$ cat config.mk
export PLATFORM = sky130hd
export DESIGN_NAME = fhs_ctrl
export DESIGN_NICKNAME = d
export VERILOG_FILES = /design/src/rtl/core/fhs_pkg.sv /design/src/rtl/core/fhs_ctrl.sv
export SDC_FILE = /design/constraint.sdc
export NUM_CORES = 1
export LEC_CHECK = 0
export ABC_AREA = 1
export BUFFER_PORTS_ARGS = -buffer_cell sky130_fd_sc_hd__buf_4
export CORE_AREA = 5 5 42 44
export DETAILED_ROUTE_END_ITERATION = 16
export DIE_AREA = 0 0 47 49
export MAX_ROUTING_LAYER = met4
export PLACE_DENSITY = 0.39
export SLEW_MARGIN = 30
export SYNTH_ARGS = -nofsm -noshare
export SYNTH_HDL_FRONTEND = slang
export SYNTH_SLANG_ARGS = --single-unit
$ cat constraint.sdc
create_clock -name clk_i -period 1.25 [get_ports clk_i]
set_input_delay 0.1875 -clock clk_i [delete_from_list [all_inputs] [get_ports clk_i]]
set_output_delay 0.1875 -clock clk_i [all_outputs]
set_load 0.005 [all_outputs]
$ cat src/rtl/core/fhs_pkg.sv
// Shared types, constants and helper functions of the fire heat spread block.
// No dependencies; imported by every module of the block.
`timescale 1ns / 1ps

package fhs_pkg;

  // Field widths of the request and response
  localparam int CellW   = 18;
  localparam int HeatW   = 6;
  localparam int ColourW = 24;

  // Hottest heat value and the matching palette entry
  localparam logic [HeatW-1:0] HEAT_MAX = 6'd35;

  // Operation codes
  localparam logic [1:0] OP_SPREAD = 2'd0;
  localparam logic [1:0] OP_WRITE  = 2'd1;
  localparam logic [1:0] OP_READ   = 2'd2;

  // Random choice code that folds onto two
  localparam logic [1:0] CHOICE_TWO   = 2'd2;
  localparam logic [1:0] CHOICE_THREE = 2'd3;

  typedef struct packed {
    logic [1:0]       op;
    logic [CellW-1:0] cell_index;
    logic [1:0]       rand_choice;
    logic [HeatW-1:0] heat_in;
  } fhs_req_t;

  typedef struct packed {
    logic [CellW-1:0]   target_index;
    logic [HeatW-1:0]   heat_out;
    logic [ColourW-1:0] colour;
    logic               rejected;
  } fhs_rsp_t;

  // Controller states
  typedef enum logic [1:0] {
    ST_CLEAR,
    ST_IDLE,
    ST_READ,
    ST_EXEC
  } fhs_state_e;

  // Commands from controller to datapath
  typedef struct packed {
    logic clr_en;   // write zero at the sweep address and advance it
    logic capture;  // latch the request
    logic rd_en;    // read the source cell
    logic exec;     // compute, write back and present the result
  } fhs_cmd_t;

  // Status from datapath to controller
  typedef struct packed {
    logic clr_last; // sweep address is at the last cell
  } fhs_stat_t;

  // Clamp a heat value to the hottest level
  function automatic logic [HeatW-1:0] sat_heat(input logic [HeatW-1:0] heat);
    sat_heat = (heat > HEAT_MAX) ? HEAT_MAX : heat;
  endfunction

  // Fire palette, 0xRRGGBB; anything above the top entry maps to white
  function automatic logic [ColourW-1:0] palette(input logic [HeatW-1:0] heat);
    logic [ColourW-1:0] c;
    case (heat)
      6'd0:    c = 24'h070707;
      6'd1:    c = 24'h1F0707;
      6'd2:    c = 24'h2F0F07;
      6'd3:    c = 24'h470F07;
      6'd4:    c = 24'h571707;
      6'd5:    c = 24'h671F07;
      6'd6:    c = 24'h771F07;
      6'd7:    c = 24'h8F2707;
      6'd8:    c = 24'h9F2F07;
      6'd9:    c = 24'hAF3F07;
      6'd10:   c = 24'hBF4707;
      6'd11:   c = 24'hC74707;
      6'd12:   c = 24'hDF4F07;
      6'd13:   c = 24'hDF5707;
      6'd14:   c = 24'hDF5707;
      6'd15:   c = 24'hD75F07;
      6'd16:   c = 24'hD7670F;
      6'd17:   c = 24'hCF6F0F;
      6'd18:   c = 24'hCF770F;
      6'd19:   c = 24'hCF7F0F;
      6'd20:   c = 24'hCF8717;
      6'd21:   c = 24'hC78717;
      6'd22:   c = 24'hC78F17;
      6'd23:   c = 24'hC7971F;
      6'd24:   c = 24'hBF9F1F;
      6'd25:   c = 24'hBF9F1F;
      6'd26:   c = 24'hBFA727;
      6'd27:   c = 24'hBFA727;
      6'd28:   c = 24'hBFAF2F;
      6'd29:   c = 24'hB7AF2F;
      6'd30:   c = 24'hB7B72F;
      6'd31:   c = 24'hB7B737;
      6'd32:   c = 24'hCFCF6F;
      6'd33:   c = 24'hDFDF9F;
      6'd34:   c = 24'hEFEFC7;
      default: c = 24'hFFFFFF;
    endcase
    palette = c;
  endfunction

endpackage

$ cat src/rtl/core/fhs_ctrl.sv
// Controller of the fire heat spread block: clear sweep, accept, read, execute.
// Depends on fhs_pkg for the state enum and the command and status structs.
`timescale 1ns / 1ps

module fhs_ctrl
  import fhs_pkg::*;
(
  input  logic      clk_i,
  input  logic      rst_ni,
  input  logic      start,
  output logic      busy,
  input  fhs_stat_t stat_i,
  output fhs_cmd_t  cmd_o
);

  fhs_state_e state_q, state_d;

  // State register
  always_ff @(posedge clk_i or negedge rst_ni) begin
    if (!rst_ni) begin
      state_q <= ST_CLEAR;
    end else begin
      state_q <= state_d;
    end
  end

  // Next state and commands
  always_comb begin
    state_d = state_q;
    cmd_o   = '0;
    busy    = 1'b1;
    case (state_q)
      ST_CLEAR: begin
        cmd_o.clr_en = 1'b1;
        if (stat_i.clr_last) begin
          state_d = ST_IDLE;
        end
      end
      ST_IDLE: begin
        busy = 1'b0;
        if (start) begin
          cmd_o.capture = 1'b1;
          state_d       = ST_READ;
        end
      end
      ST_READ: begin
        cmd_o.rd_en = 1'b1;
        state_d     = ST_EXEC;
      end
      ST_EXEC: begin
        cmd_o.exec = 1'b1;
        state_d    = ST_IDLE;
      end
      default: begin
        state_d = ST_CLEAR;
      end
    endcase
  end

endmodule

==> impl_results.md <==
- Final Instance Count excl. Fillers: 50
- Max Root-Sink Buffers: 2
- Sequential Power Share: 0.225
- Drt pass-1 iters: 5
- Max-slew violation count: 0
- Placed cell count: 46
- CP max stage cell: dfrtp_1
- Routed WL per cell: 7.46 µm
- Area Overhead vs Synth: 78.2%
- Critical Path Sink Type: output pin
- Placeable Area: 0.00140 mm²
- Post-route minimum period: approximately 1200 ps
- Count leader, synth: nand2_1
- Internal power: ~410 µW
- Worst skew pair latency: 220 ps
- Top FF cell, synth: dfrtp_1
- Clock sink total: 2
- Final number of setup-violating endpoints: 0
- GRT Total Usage: 0.0426
- GRT overflow: 0
- Area leader, netlist: dfrtp_1
- H-tree depth: 1
- CP top delay family: flip-flops
- Largest net degree at the start of global routing: 5
- Fin. Hold Viols: 0
- Leak: 0.000172 µW
- CP required: 1060 ps
- Distinct cell type count of the synthesized netlist: 6
- # diodes: 0
- Async SR Flop Fraction: 1.00
- Register area share after synthesis: 0.301
- FF-to-FF Start: state_q[0]$_DFFE_PN0P_
- Mapped Avg Cell Area: 7.56 µm²
- Residual DRC count: 0
- Worst-path cell chain: inv_2 > ha_4 > nand2_1 > inv_1 > buf_6
- Dpl hpwl: 295 µm
- First-pass GRT wire length: about 630 µm
- Die footprint: 0.00230 mm²
- CP arrival: 1050 ps
- Clk_skew: 0.613 ps
- Post-synth EDFFs: 0
- Final #Nets: 44
- Switch share: 0.382
- Mapped Area: 166 µm²
- Worst-Margin Slew: ~140 ps
- Outcome: finished clean
- Chip width: 47 µm
- Largest register FFs: 2
- Top cells by area, synth: dfrtp_1 30%, ha_1 30%, nand2_1 16%
- Synth Warn #: 0
- Worst-path clk slew: 30 ps
- Drt total wl: 373 µm
- RD Place Congestion: 0.569
- Die height: approximately 50 µm
- Top Registers: state_q x2
- Vias in the first global route: between 150 and 200
- Via count: around 160
- Final period utilization: 0.987
- PwrDens: 2260 mW/mm²
- Initial Util: 0.119
- Clock power share: 0.209
- Max Cap Viol: 0
- Crit. Startpoint: state_q[1]$_DFFE_PN0P_
- Syn Nets: 30
- Crit Path Max Fanout: 4
- Hold Path Class: primary input to async pin
- Gate power share: 0.566
- CTS Buf Count: 3
- Sw power: about 260 µW
- Crit path largest cell delay: 400 ps
- Drt first-iter violations: 2
- Fmax: 811 MHz
- Top reg by flops: state_q
- Worst Setup Path Type: register to output pin
- RSZ-0062 raised after global routing: yes
- #FFs+latches synth: 2
- Final ANT Viol Nets: 0
- Buf+Inv Stages, Crit Path: 3
- I/O pin cnt: 9
- Cells after synthesis: 22
- Root buffer cell: clkbuf_4
- CTS tree: yes
- Peak supply drop: 0.531 mV
- Startpoint types: register
- Top cell type's share of synthesized area: 0.301
- Port bufs: 8
- Relative slew slack: 0.906
- FP Rows: 14
- Final Power: 670 µW
- Initial antenna violation count: 0
- Vias per cell: about 3.1
- Layout cells sized above 1: 0.500
- Post-synth top cells: 7 x nand2_1, 6 x inv_1, 4 x ha_1
==> final cells by class <==
cell class                 instances  area [µm²]
inverter                           6        22.5
sequential                         2        51.3
fill                             163        1100
multi-input combinational         14         106
tap                               16        20.0
clock buffer                       3        22.5
timing repair buffer               9        73.8
==> cells by family after synthesis <==
family	Yosys count	synth area share
and+or+nand+nor	10	0.263
DFF	2	0.301
buffers and inverters	6	0.135
adders and majority gates	4	0.301
==> stage by stage <==
step / cell area, µm² / utilization / setup slack (ps) / hold slack (ps) / setup TNS [ps]
floorplan: 166 / - / 246 / -108 / 0
global placement: 246 / 0.176 / 149 / -27.2 / 0
detailed placement: 246 / 0.176 / 147 / -26.3 / 0
CTS: 297 / 0.212 / -5.16 / 275 / -5.16
global route: 297 / 0.212 / -50.0 / 289 / -114
finish: 297 / 0.212 / 16.2 / 287 / 0
==> cell usage in the layout, fill, tap and decap left out <==
master and n:
buf_6 1, inv_2 2, ha_1 3, dfrtp_2 1, nand3_1 1, dlygate4sd3_1 1
nand2_1 7, buf_4 7, ha_4 1, inv_1 4, nand2_2 2, clkbuf_4 3
dfrtp_1 1
==> per-layer routing <==
layer,vias up,wire (µm),GRT usage
met5,-,0,-
li1,88,-,-
met1,62,183,0.0461
met2,6,141,0.0452
met3,0,47,0.0443
met4,0,0,0.0276
==> worst register-to-register path: stages, from the launching register on <==
cell and delay, ps:
dfrtp_2 410, inv_2 60, ha_1 210, nand2_1 130, nand2_2 60, nand2_1 60
nand2_1 50
==> timing repair <==
action,in CTS,in global routing
hold buffers,1,0
endpoints found under the hold margin,2,0
cloned,0,0
setup buffers,0,0
setup endpoints to repair,3,3
gates resized for setup,6,0
==> worst paths after layout <==
check                                              end  slack [ps]  cells past startpoint
max in group asynchronous       state_q[0]$_DFFE_PN0P_         860                      2
worst max-delay path                          cmd_o[2]          20                      5
worst min-delay path            state_q[1]$_DFFE_PN0P_         290                      2
min in group clk_i              state_q[1]$_DFFE_PN0P_         310                      5
worst min register to register  state_q[1]$_DFFE_PN0P_         540                      2
worst max register to register  state_q[0]$_DFFE_PN0P_         170                      6
==> power groups by stage <==
stage	Clock (µW)	Sequential [µW]	Combinational (µW)
final	140	151	379
after global routing	161	157	449
after CTS	153	152	388
after detailed placement	0	136	348
after global placement	0	135	352
after floorplan	0	128	200
Power figures use the tool's default switching activity.
